==> src/design/teq_pkg.sv <==
// Shared types and constants of the timed event queue.
// Used by teq_div1000 and timed_event_queue_top; depends on nothing else.
package teq_pkg;

    // Queue geometry. Every address and count width follows from the depth.
    localparam int QUEUE_DEPTH = 16;
    localparam int Q_AW        = $clog2(QUEUE_DEPTH);
    localparam int Q_CW        = $clog2(QUEUE_DEPTH + 1);

    // Stream word layout.
    localparam int IN_DATA_W   = 224;
    localparam int OUT_DATA_W  = 120;
    localparam int FIRE_MS_W   = 55;

    // Fixed due times and the unit scale.
    localparam logic signed [63:0] DUE_FRONT   = 64'sh8000_0000_0000_0001;
    localparam logic signed [63:0] DUE_BACK    = 64'sh7FFF_FFFF_FFFF_FFFF;
    localparam logic signed [63:0] DUE_MIN     = 64'sh8000_0000_0000_0000;
    localparam int                 US_PER_MS   = 1000;
    localparam int                 DLY_PROD_W  = 43;

    // Constant divider: a few quotient bits per clock.
    localparam int DIV_BITS_PER_STEP = 4;
    localparam int DIV_STEPS         = 64 / DIV_BITS_PER_STEP;
    localparam int DIV_REM_W         = $clog2(US_PER_MS);
    localparam int DIV_CNT_W         = $clog2(DIV_STEPS + 1);

    typedef enum logic [2:0] {
        CMD_POST_FRONT = 3'd0,
        CMD_POST_BACK  = 3'd1,
        CMD_POST_DELAY = 3'd2,
        CMD_POST_AT    = 3'd3,
        CMD_CANCEL     = 3'd4,
        CMD_TICK       = 3'd5
    } t_cmd;

    typedef enum logic [2:0] {
        STAT_POSTED    = 3'd0,
        STAT_FULL      = 3'd1,
        STAT_CANCELLED = 3'd2,
        STAT_NOT_FOUND = 3'd3,
        STAT_FIRED     = 3'd4,
        STAT_NOTHING   = 3'd5
    } t_status;

    typedef enum logic [3:0] {
        S_IDLE,
        S_DECODE,
        S_INS_RD,
        S_INS_CMP,
        S_INS_HEAD,
        S_CAN_CMP,
        S_TICK_CMP,
        S_SHIFT,
        S_FINISH
    } t_state;

    // One queue entry as it sits in the entry memory.
    typedef struct packed {
        logic [63:0] due;
        logic [31:0] id;
        logic [31:0] handle;
    } t_entry;

    localparam int ENTRY_W = $bits(t_entry);

endpackage

==> src/design/teq_ram.sv <==
// Simple dual-port entry memory: one write port, one read port, registered read data.
// Generic; no package dependency.
module teq_ram #(
    parameter int WIDTH = 128,
    parameter int DEPTH = 16
) (
    input  logic                       i_clk,
    input  logic                       i_wr_en,
    input  logic [$clog2(DEPTH)-1:0]   i_wr_addr,
    input  logic [WIDTH-1:0]           i_wr_data,
    input  logic                       i_rd_en,
    input  logic [$clog2(DEPTH)-1:0]   i_rd_addr,
    output logic [WIDTH-1:0]           o_rd_data
);

    logic [WIDTH-1:0] r_mem [DEPTH];
    logic [WIDTH-1:0] r_rd_data;

    always_ff @(posedge i_clk) begin
        if (i_wr_en) begin
            r_mem[i_wr_addr] <= i_wr_data;
        end
    end

    always_ff @(posedge i_clk) begin
        if (i_rd_en) begin
            r_rd_data <= r_mem[i_rd_addr];
        end
    end

    assign o_rd_data = r_rd_data;

endmodule

==> src/design/teq_div1000.sv <==
// Signed divide of a 64-bit microsecond time by 1000, truncating toward zero.
// Restoring division, a few bits per clock; uses teq_pkg.
module teq_div1000 (
    input  logic                           i_clk,
    input  logic                           i_rst_n,
    input  logic                           i_start,
    input  logic signed [63:0]             i_dividend,
    output logic                           o_done,
    output logic signed [teq_pkg::FIRE_MS_W-1:0] o_quotient
);
    import teq_pkg::*;

    logic                  r_busy;
    logic                  r_done;
    logic [DIV_CNT_W-1:0]  r_cnt;
    logic                  r_neg;
    logic [63:0]           r_mag;
    logic [DIV_REM_W-1:0]  r_rem;

    logic [63:0]           n_mag;
    logic [DIV_REM_W-1:0]  n_rem;
    logic [FIRE_MS_W-1:0]  quot;

    // The magnitude register shifts dividend bits out at the top and
    // quotient bits in at the bottom; after the last step it holds the quotient.
    always_comb begin
        logic [DIV_REM_W:0] trial;
        n_mag = r_mag;
        n_rem = r_rem;
        for (int i = 0; i < DIV_BITS_PER_STEP; i++) begin
            trial = {n_rem, n_mag[63]};
            n_mag = {n_mag[62:0], 1'b0};
            if (trial >= (DIV_REM_W + 1)'(US_PER_MS)) begin
                n_rem    = DIV_REM_W'(trial - (DIV_REM_W + 1)'(US_PER_MS));
                n_mag[0] = 1'b1;
            end else begin
                n_rem = trial[DIV_REM_W-1:0];
            end
        end
    end

    always_ff @(posedge i_clk) begin
        if (!i_rst_n) begin
            r_busy <= 1'b0;
            r_done <= 1'b0;
            r_cnt  <= '0;
        end else if (i_start) begin
            r_busy <= 1'b1;
            r_done <= 1'b0;
            r_cnt  <= '0;
        end else if (r_busy) begin
            r_cnt <= r_cnt + DIV_CNT_W'(1);
            if (r_cnt == DIV_CNT_W'(DIV_STEPS - 1)) begin
                r_busy <= 1'b0;
                r_done <= 1'b1;
            end
        end
    end

    always_ff @(posedge i_clk) begin
        if (i_start) begin
            r_neg <= i_dividend[63];
            r_mag <= i_dividend[63] ? (64'd0 - i_dividend) : i_dividend;
            r_rem <= '0;
        end else if (r_busy) begin
            r_mag <= n_mag;
            r_rem <= n_rem;
        end
    end

    assign quot       = r_mag[FIRE_MS_W-1:0];
    assign o_done     = r_done;
    assign o_quotient = r_neg ? signed'(FIRE_MS_W'(0) - quot) : signed'(quot);

endmodule

==> src/design/timed_event_queue_top.sv <==
// Timed event queue: sequencer, entry memory and output register.
// Uses teq_pkg, teq_ram and teq_div1000.
//
// The queue holds up to 16 events sorted by due time in one entry memory
// (due time, id, handle per row) that is read and written one row per clock.
// One command word is handled at a time: a post walks from the tail toward
// the insertion point, moving each later entry up one row, and passes
// through an extra head state if it lands at the head; a cancel reads ids
// from the head until it finds the match and then moves every later entry
// down; a tick that fires is bound by the divide of now_us by 1000, which
// starts when the command is accepted, and its head removal moves entry
// count - 1 rows in parallel with it. Posts to a full queue, cancels of id 0
// and ticks on an empty queue go straight from decode to the finish state.
// The output register lets the next command word be taken while a result
// word still waits on the master side; s_axis_tready is high whenever the
// sequencer is idle. Command codes 6 and 7 are consumed with no result word.
module timed_event_queue_top (
    input  logic                              i_clk,
    input  logic                              i_rst_n,
    input  logic                              s_axis_tvalid,
    output logic                              s_axis_tready,
    // s_axis_tdata, from bit 0: event_handle[31:0], time_us[63:0],
    // delay_ms[31:0], cancel_id[31:0], now_us[63:0].
    input  logic [teq_pkg::IN_DATA_W-1:0]     s_axis_tdata,
    // s_axis_tuser: cmd[2:0].
    input  logic [2:0]                        s_axis_tuser,
    output logic                              m_axis_tvalid,
    input  logic                              m_axis_tready,
    // m_axis_tdata, from bit 0: event_id[31:0], fired_handle[31:0],
    // fire_time_ms[54:0], then zero fill.
    output logic [teq_pkg::OUT_DATA_W-1:0]    m_axis_tdata,
    // m_axis_tuser: status[2:0].
    output logic [2:0]                        m_axis_tuser
);
    import teq_pkg::*;

    // Input word fields.
    logic [31:0]          s_handle;
    logic signed [63:0]   s_time;
    logic signed [31:0]   s_delay;
    logic [31:0]          s_cancel;
    logic signed [63:0]   s_now;
    logic                 in_acc;
    logic                 cmd_known;

    assign s_handle = s_axis_tdata[31:0];
    assign s_time   = signed'(s_axis_tdata[95:32]);
    assign s_delay  = signed'(s_axis_tdata[127:96]);
    assign s_cancel = s_axis_tdata[159:128];
    assign s_now    = signed'(s_axis_tdata[223:160]);

    t_state                   r_state, n_state;
    t_cmd                     r_cmd;
    logic [31:0]              r_handle;
    logic signed [63:0]       r_time;
    logic signed [DLY_PROD_W-1:0] r_prod;
    logic [31:0]              r_cancel;
    logic signed [63:0]       r_now;
    logic signed [63:0]       r_due;
    logic [Q_AW-1:0]          r_k;
    logic [Q_CW-1:0]          r_count;
    logic [31:0]              r_next_id, n_next_id;
    t_status                  r_res_status;
    logic [31:0]              r_res_id;
    logic [31:0]              r_res_handle;

    logic                     r_out_valid;
    t_status                  r_out_status;
    logic [31:0]              r_out_id;
    logic [31:0]              r_out_handle;
    logic signed [FIRE_MS_W-1:0] r_out_ms;

    // Entry memory ports.
    logic                     wr_en, rd_en;
    logic [Q_AW-1:0]          wr_addr, rd_addr;
    t_entry                   wr_data, rd_data, new_entry;

    // Divider.
    logic                     div_start, div_done;
    logic signed [FIRE_MS_W-1:0] div_quot;

    // Shared decisions of the sequencer.
    logic [Q_CW-1:0]          k_plus1;
    logic [Q_CW:0]            k_plus2;
    logic [Q_AW-1:0]          rm_idx;
    logic signed [63:0]       rd_due;
    logic signed [64:0]       dly_sum;
    logic signed [63:0]       due_sel;
    logic                     ins_stop, can_match, can_more, fire_now;
    logic                     rm_more, shift_more, fin_go, q_full;

    assign s_axis_tready = (r_state == S_IDLE);
    assign in_acc        = s_axis_tvalid && s_axis_tready;

    always_comb begin
        unique case (s_axis_tuser) inside
            CMD_POST_FRONT, CMD_POST_BACK, CMD_POST_DELAY,
            CMD_POST_AT, CMD_CANCEL, CMD_TICK: cmd_known = 1'b1;
            default:                           cmd_known = 1'b0;
        endcase
    end

    assign div_start = in_acc && (s_axis_tuser == CMD_TICK);

    teq_ram #(
        .WIDTH (ENTRY_W),
        .DEPTH (QUEUE_DEPTH)
    ) u_ram (
        .i_clk     (i_clk),
        .i_wr_en   (wr_en),
        .i_wr_addr (wr_addr),
        .i_wr_data (wr_data),
        .i_rd_en   (rd_en),
        .i_rd_addr (rd_addr),
        .o_rd_data (rd_data)
    );

    teq_div1000 u_div (
        .i_clk      (i_clk),
        .i_rst_n    (i_rst_n),
        .i_start    (div_start),
        .i_dividend (s_now),
        .o_done     (div_done),
        .o_quotient (div_quot)
    );

    // The delayed due time saturates when the 64-bit add overflows.
    assign dly_sum = 65'(r_now) + 65'(r_prod);

    always_comb begin
        case (r_cmd)
            CMD_POST_FRONT: due_sel = DUE_FRONT;
            CMD_POST_BACK:  due_sel = DUE_BACK;
            CMD_POST_DELAY: begin
                if (dly_sum[64] != dly_sum[63]) begin
                    due_sel = dly_sum[64] ? DUE_MIN : DUE_BACK;
                end else begin
                    due_sel = dly_sum[63:0];
                end
            end
            default:        due_sel = r_time;
        endcase
    end

    assign new_entry = '{due: r_due, id: r_next_id, handle: r_handle};
    assign rd_due    = signed'(rd_data.due);
    assign q_full    = (r_count == Q_CW'(QUEUE_DEPTH));

    always_comb begin
        k_plus1    = Q_CW'(r_k) + Q_CW'(1);
        k_plus2    = (Q_CW + 1)'(r_k) + (Q_CW + 1)'(2);
        // The new entry goes after every entry whose due time is equal or earlier.
        ins_stop   = (r_due >= rd_due);
        can_match  = (rd_data.id == r_cancel);
        can_more   = (k_plus1 < r_count);
        // Negative and end-of-time due values fire on any tick.
        fire_now   = (rd_due < 64'sd0) || (rd_due == DUE_BACK) || (rd_due <= r_now);
        rm_idx     = (r_state == S_TICK_CMP) ? '0 : r_k;
        rm_more    = ((Q_CW'(rm_idx) + Q_CW'(1)) < r_count);
        shift_more = (k_plus2 < {1'b0, r_count});
        fin_go     = ((r_res_status != STAT_FIRED) || div_done)
                     && (!r_out_valid || m_axis_tready);
        // The id counter never hands out zero.
        n_next_id  = (r_next_id == 32'hFFFF_FFFF) ? 32'd1 : r_next_id + 32'd1;
    end

    // Next state.
    always_comb begin
        n_state = r_state;
        unique case (r_state)
            S_IDLE: begin
                if (in_acc && cmd_known) begin
                    n_state = S_DECODE;
                end
            end
            S_DECODE: begin
                case (r_cmd) inside
                    CMD_POST_FRONT, CMD_POST_BACK, CMD_POST_DELAY, CMD_POST_AT:
                        n_state = q_full ? S_FINISH : S_INS_RD;
                    CMD_CANCEL:
                        n_state = ((r_cancel == 32'd0) || (r_count == '0)) ?
                                  S_FINISH : S_CAN_CMP;
                    CMD_TICK:
                        n_state = (r_count == '0) ? S_FINISH : S_TICK_CMP;
                    default:
                        n_state = S_IDLE;
                endcase
            end
            S_INS_RD: begin
                n_state = (r_count == '0) ? S_FINISH : S_INS_CMP;
            end
            S_INS_CMP: begin
                if (ins_stop) begin
                    n_state = S_FINISH;
                end else if (r_k == '0) begin
                    n_state = S_INS_HEAD;
                end
            end
            S_INS_HEAD: begin
                n_state = S_FINISH;
            end
            S_CAN_CMP: begin
                if (can_match) begin
                    n_state = rm_more ? S_SHIFT : S_FINISH;
                end else if (!can_more) begin
                    n_state = S_FINISH;
                end
            end
            S_TICK_CMP: begin
                n_state = (fire_now && rm_more) ? S_SHIFT : S_FINISH;
            end
            S_SHIFT: begin
                if (!shift_more) begin
                    n_state = S_FINISH;
                end
            end
            S_FINISH: begin
                if (fin_go) begin
                    n_state = S_IDLE;
                end
            end
            default: n_state = S_IDLE;
        endcase
    end

    // Memory accesses. A read issued in one state is consumed in the next,
    // and writes trail the reads by one row, so no row is read after it moved.
    always_comb begin
        rd_en   = 1'b0;
        rd_addr = '0;
        wr_en   = 1'b0;
        wr_addr = '0;
        wr_data = new_entry;
        unique case (r_state)
            S_DECODE: begin
                if ((r_cmd == CMD_CANCEL) || (r_cmd == CMD_TICK)) begin
                    rd_en = 1'b1;
                end
            end
            S_INS_RD: begin
                if (r_count == '0) begin
                    wr_en = 1'b1;
                end else begin
                    rd_en   = 1'b1;
                    rd_addr = r_k;
                end
            end
            S_INS_CMP: begin
                wr_en   = 1'b1;
                wr_addr = Q_AW'(k_plus1);
                if (!ins_stop) begin
                    wr_data = rd_data;
                    if (r_k != '0) begin
                        rd_en   = 1'b1;
                        rd_addr = r_k - Q_AW'(1);
                    end
                end
            end
            S_INS_HEAD: begin
                wr_en = 1'b1;
            end
            S_CAN_CMP: begin
                rd_en   = can_match ? rm_more : can_more;
                rd_addr = Q_AW'(k_plus1);
            end
            S_TICK_CMP: begin
                rd_en   = fire_now && rm_more;
                rd_addr = Q_AW'(1);
            end
            S_SHIFT: begin
                wr_en   = 1'b1;
                wr_addr = r_k;
                wr_data = rd_data;
                if (shift_more) begin
                    rd_en   = 1'b1;
                    rd_addr = Q_AW'(k_plus2);
                end
            end
            default: begin
                rd_en = 1'b0;
            end
        endcase
    end

    // Control state.
    always_ff @(posedge i_clk) begin
        if (!i_rst_n) begin
            r_state     <= S_IDLE;
            r_count     <= '0;
            r_next_id   <= 32'd1;
            r_out_valid <= 1'b0;
        end else begin
            r_state <= n_state;

            case (r_state)
                S_INS_RD: begin
                    if (r_count == '0) begin
                        r_count   <= r_count + Q_CW'(1);
                        r_next_id <= n_next_id;
                    end
                end
                S_INS_CMP: begin
                    if (ins_stop) begin
                        r_count   <= r_count + Q_CW'(1);
                        r_next_id <= n_next_id;
                    end
                end
                S_INS_HEAD: begin
                    r_count   <= r_count + Q_CW'(1);
                    r_next_id <= n_next_id;
                end
                S_CAN_CMP: begin
                    if (can_match && !rm_more) begin
                        r_count <= r_count - Q_CW'(1);
                    end
                end
                S_TICK_CMP: begin
                    if (fire_now && !rm_more) begin
                        r_count <= r_count - Q_CW'(1);
                    end
                end
                S_SHIFT: begin
                    if (!shift_more) begin
                        r_count <= r_count - Q_CW'(1);
                    end
                end
                default: begin
                end
            endcase

            if ((r_state == S_FINISH) && fin_go) begin
                r_out_valid <= 1'b1;
            end else if (m_axis_tready) begin
                r_out_valid <= 1'b0;
            end
        end
    end

    // Datapath registers.
    always_ff @(posedge i_clk) begin
        case (r_state)
            S_IDLE: begin
                if (in_acc) begin
                    r_cmd    <= t_cmd'(s_axis_tuser);
                    r_handle <= s_handle;
                    r_time   <= s_time;
                    r_prod   <= DLY_PROD_W'(s_delay) * DLY_PROD_W'(US_PER_MS);
                    r_cancel <= s_cancel;
                    r_now    <= s_now;
                end
            end
            S_DECODE: begin
                r_due        <= due_sel;
                r_res_handle <= 32'd0;
                case (r_cmd) inside
                    CMD_POST_FRONT, CMD_POST_BACK, CMD_POST_DELAY, CMD_POST_AT: begin
                        r_res_status <= q_full ? STAT_FULL : STAT_POSTED;
                        r_res_id     <= q_full ? 32'd0 : r_next_id;
                        r_k          <= Q_AW'(r_count - Q_CW'(1));
                    end
                    CMD_CANCEL: begin
                        r_res_status <= STAT_NOT_FOUND;
                        r_res_id     <= r_cancel;
                        r_k          <= '0;
                    end
                    default: begin
                        r_res_status <= STAT_NOTHING;
                        r_res_id     <= 32'd0;
                        r_k          <= '0;
                    end
                endcase
            end
            S_INS_CMP: begin
                r_k <= r_k - Q_AW'(1);
            end
            S_CAN_CMP: begin
                if (can_match) begin
                    r_res_status <= STAT_CANCELLED;
                end else if (can_more) begin
                    r_k <= Q_AW'(k_plus1);
                end
            end
            S_TICK_CMP: begin
                if (fire_now) begin
                    r_res_status <= STAT_FIRED;
                    r_res_id     <= rd_data.id;
                    r_res_handle <= rd_data.handle;
                    r_k          <= '0;
                end
            end
            S_SHIFT: begin
                if (shift_more) begin
                    r_k <= Q_AW'(k_plus1);
                end
            end
            S_FINISH: begin
                if (fin_go) begin
                    r_out_status <= r_res_status;
                    r_out_id     <= r_res_id;
                    r_out_handle <= r_res_handle;
                    r_out_ms     <= (r_res_status == STAT_FIRED) ? div_quot : '0;
                end
            end
            default: begin
            end
        endcase
    end

    assign m_axis_tvalid = r_out_valid;
    assign m_axis_tuser  = r_out_status;
    assign m_axis_tdata  = {(OUT_DATA_W - 64 - FIRE_MS_W)'(0), r_out_ms,
                            r_out_handle, r_out_id};

endmodule
==> config.mk <==
export PLATFORM = sky130hd
export DESIGN_NAME = timed_event_queue_top
export DESIGN_NICKNAME = d
export VERILOG_FILES = /design/src/design/teq_pkg.sv /design/src/design/teq_ram.sv /design/src/design/teq_div1000.sv /design/src/design/timed_event_queue_top.sv
export SDC_FILE = /design/constraint.sdc
export NUM_CORES = 2
export LEC_CHECK = 0
export ABC_AREA = 1
export BUFFER_PORTS_ARGS = -buffer_cell sky130_fd_sc_hd__buf_2
export CAP_MARGIN = 20
export CORE_UTILIZATION = 40
export DETAILED_ROUTE_END_ITERATION = 8
export GPL_TIMING_DRIVEN = 0
export HOLD_SLACK_MARGIN = 0.15
export PLACE_DENSITY_LB_ADDON = 0.3
export SLEW_MARGIN = 0
export SYNTH_ARGS = -nofsm -noshare
export SYNTH_HDL_FRONTEND = slang
export SYNTH_HIERARCHICAL = 1
export SYNTH_SLANG_ARGS = --single-unit
==> constraint.sdc <==
create_clock -name i_clk -period 30.5 [get_ports i_clk]
set_input_delay 6.1 -clock i_clk [delete_from_list [all_inputs] [get_ports i_clk]]
set_output_delay 6.1 -clock i_clk [all_outputs]
set_load 0.03 [all_outputs]
==> impl_metrics.py <==
metrics = {
    "run_status": {
        "status": "finished, final reports clean",
    },
    "synth": {
        "async_flop_share": 0,
        "ys_ff_latch": 2792,
        "synth-edff-count": 2733,
        "syn_area_um2": 133600,
        "synth_top_flop_cell": "edfxtp_1",
        "ys_types": 64,
        "avgSynthCellArea_um2": 10.14,
        "synth_nets": 13850,
        "seq_area_frac_synth": 0.6232,
        "yosys_warnings": 6,
        "synthesis.instances": 13170,
    },
    "grt": {
        "antenna_found_initial": 46,
        "grtUsageMet2": 0.4295,
        "met3_usage": 0.07050,
        "grt_pass1_vias": 94790,
        "grt_max_degree": 62,
        "grt_pass1_wl_mm": 688.8,
        "use_met1": 0.3900,
        "grt_busiest_layer": "met2",
        "overflow": 0,
        "grt.total_usage": 0.2856,
    },
    "setup_path": {
        "r2r-start": "u_ram/o_rd_data[89]",
        "critPathCapture": "r_prod[37]",
        "r2r_setup_slack_ps": 23360,
        "slowest_delay_ps": 530,
        "r2r-end": "u_ram/o_rd_data[103]",
        "reg2reg_depth": 21,
        "endpoint_kind": "flop",
        "crit_path_start_kind": "primary input",
        "slowest_stage": "fa_1",
        "arrival_ps": 11040,
        "path_max_fanout": 5,
        "critPathLaunch": "s_axis_tdata[100]",
        "required_ps": 31120,
        "cp_cell_sequence": "buf_2 -> inv_1 -> fa_1 -> fa_1 -> inv_1 -> fa_1 -> inv_1 -> fa_1 -> inv_1 -> ha_1 -> nand2_1 -> o21ai_0 -> a21oi_1 -> o21ai_0 -> a31oi_1 -> o21ai_0 -> nand4_1 -> nand2_1 -> xor2_1",
        "crit_type": "in2reg",
    },
    "sta": {
        "slew_headroom": 0.1682,
        "rsz0062_at_grt": "no",
        "min_period_ps": 10420,
        "clock-skew-final_ps": 51.93,
        "fin_setup_tns_ps": 0,
        "worst_slew_pin_slew_ps": 1248,
        "hold_viol": 0,
        "finalMaxSlewViolations": 0,
        "finalSetupViolCount": 0,
        "min_period_over_period": 0.3416,
        "clock.fmax_ghz": 0.09599,
    },
    "placement": {
        "hpwl_mm": 357.0,
        "gp_congestion": 0.9626,
        "port_buffers": 354,
    },
    "clock_tree": {
        "cts_hold_buffers": 0,
        "cts_tree": "built",
        "postCtsSetupBuffers": 0,
        "path_clk_slew_ps": 60,
        "cts_made_buffers": 296,
        "worstSkewPairLatency_ps": 900,
        "cts_max_level": 5,
        "cts-root-buf": "clkbuf_16",
        "clockBufferDepth": 4,
        "cts_resized": 0,
        "cts.sinks": 2792,
    },
    "detailed_routing": {
        "route.vias.total": 102900,
        "wl_per_cell_um": 26.32,
        "viasPerCell": 5.496,
        "drc_errors": 0,
        "firstDrtPassIters": 9,
        "ant_nets": 0,
        "routed_wl_mm": 492.6,
        "first_iter_violations": 14260,
    },
    "layout": {
        "drive_gt1_frac": 0.1127,
        "final_cell_mix": "3912 x nand2_1, 2733 x edfxtp_1, 1796 x inv_1, 1758 x nand3_1, 630 x buf_2",
        "layout.nets": 14750,
        "nFillCells": 30370,
        "layout_commonest_cell": "nand2_1",
        "multi_input_area_um2": 41730,
        "area_growth_pct": 16.29,
        "seq_area_um2": 83250,
    },
    "power_and_ir_drop": {
        "finalPower_w": 0.01271,
        "power.density_nw_per_um2": 81.84,
        "p_leak_nw": 63.70,
        "max-vdd-ir-drop_mv": 0.05323,
    },
    "floorplanning": {
        "pin_count": 356,
        "dieHeight_um": 579.9,
        "fp.dieW_um": 579.9,
        "die-area_um2": 336300,
        "fp.coreArea_um2": 331300,
        "start_util": 0.4032,
        "rows": 211,
    },
    "hold_path": {
        "hp-class": "reg2reg",
    },
    "job": {
        "drv_cap": 0,
    },
}
==> cell usage after synthesis, drive strengths merged, types with 4 or more instances <==
cell type / instances / area (um^2)
nor2: 585 / 2247
o221ai: 5 / 43.79
o31ai: 104 / 780.8
nor4: 33 / 206.5
fa: 123 / 2462
xor2: 163 / 1428
o22ai: 6 / 37.54
o21a: 18 / 135.1
a21boi: 8 / 60.06
inv: 1807 / 6785
a31oi: 53 / 331.6
clkinv: 5 / 18.77
nand4: 65 / 419.2
buf: 396 / 2206
ha: 325 / 4066
nand3b: 9 / 67.56
nand2: 3937 / 14870
o21ai: 246 / 1242
clkbuf: 163 / 611.8
o2111ai: 4 / 35.03
a21o: 16 / 120.1
dfxtp: 59 / 1181
o21bai: 19 / 142.6
nor3: 92 / 475.5
or2: 47 / 294.0
a21oi: 255 / 1280
xnor2: 88 / 770.7
and3: 6 / 37.54
nand3: 1766 / 8894
edfxtp: 2733 / 82070
o211ai: 13 / 102.6
==> layer usage <==
metal  wire [um]  vias to the layer above  part of all wire
li1            -                    45640                 -
met1      189000                    49520              0.38
met2      213100                     6648              0.43
met3       66430                     1033              0.13
met4       23810                       20             0.048
met5         246                        -           0.00050
==> critical path: cells and delay by family <==
family / cells / cell delay (ps)
fa+ha+maj: 5 / 2410
xor+xnor: 1 / 60
simple gates: 3 / 420
compound gates: 5 / 1610
buf+inv: 5 / 420
==> report_power, final <==
part | leakage, nW | total (W) | internal (W) | switching (W)
combinational | 33.7 | 0.00397 | 0.00116 | 0.00281
clock | 4.60 | 0.00360 | 0.00208 | 0.00152
sequential | 25.4 | 0.00515 | 0.00488 | 0.000265
total | 63.7 | 0.0127 | 0.00812 | 0.00459
==> registers in the layout, indices dropped and copies added, names as in the netlist, 40 cells and up <==
register         flops
u_div/r_mag         64
r_time              64
r_prod              40
r_out_ms            55
r_now               64
u_ram/o_rd_data    128
r_due               64
u_ram/r_mem       2048
==> layout make-up <==
class / count / area share
Sequential cell: 2792 / 0.5359
Multi-Input combinational cell: 8006 / 0.2687
Buffer: 559 / 0.01824
Timing Repair Buffer: 601 / 0.03644
Clock inverter: 155 / 0.01015
Antenna cell: 56 / 0.0009021
Inverter: 1812 / 0.04380
Tap cell: 4366 / 0.03517
Clock buffer: 369 / 0.05073
==> metrics by stage <==
stage | util | hold WS, ps | worst slack, ps | area (um^2) | cells
6_report | 0.4689 | 415.4 | 20080 | 155300 | 18720
5_1_grt | 0.4685 | 420.4 | 19790 | 155200 | 18670
4_1_cts | 0.4682 | 417.0 | 20180 | 155100 | 18660
3_5_place_dp | 0.4397 | 404.5 | 19290 | 145700 | 18130
3_3_place_gp | 0.4250 | 401.5 | 6297 | 140800 | 17890
2_1_floorplan | - | 400.3 | 11860 | 133600 | 13170
==> worst min-delay path by stage <==
stage | endpoint | start | slack (ps) | cells past startpoint
after global placement | r_out_handle[14] | r_res_handle[14] | 400 | 0
after floorplan | r_out_handle[0] | r_res_handle[0] | 400 | 0
after CTS | r_out_id[8] | r_res_id[8] | 420 | 0
after detailed placement | r_out_handle[18] | r_res_handle[18] | 400 | 0
final | r_out_id[8] | r_res_id[8] | 420 | 0
after global routing | r_out_handle[31] | r_res_handle[31] | 420 | 0
==> cells by family after synthesis <==
kind of cell,share of synthesized area
adder cells (fa/ha/maj),0.04888
AND/OR/NAND/NOR,0.2062
XOR/XNOR,0.01646
flip-flops,0.6232
buffers and inverters,0.07203
AO/OA/AOI/OAI,0.03317
other,0.00002807
Power figures use the tool's default switching activity.
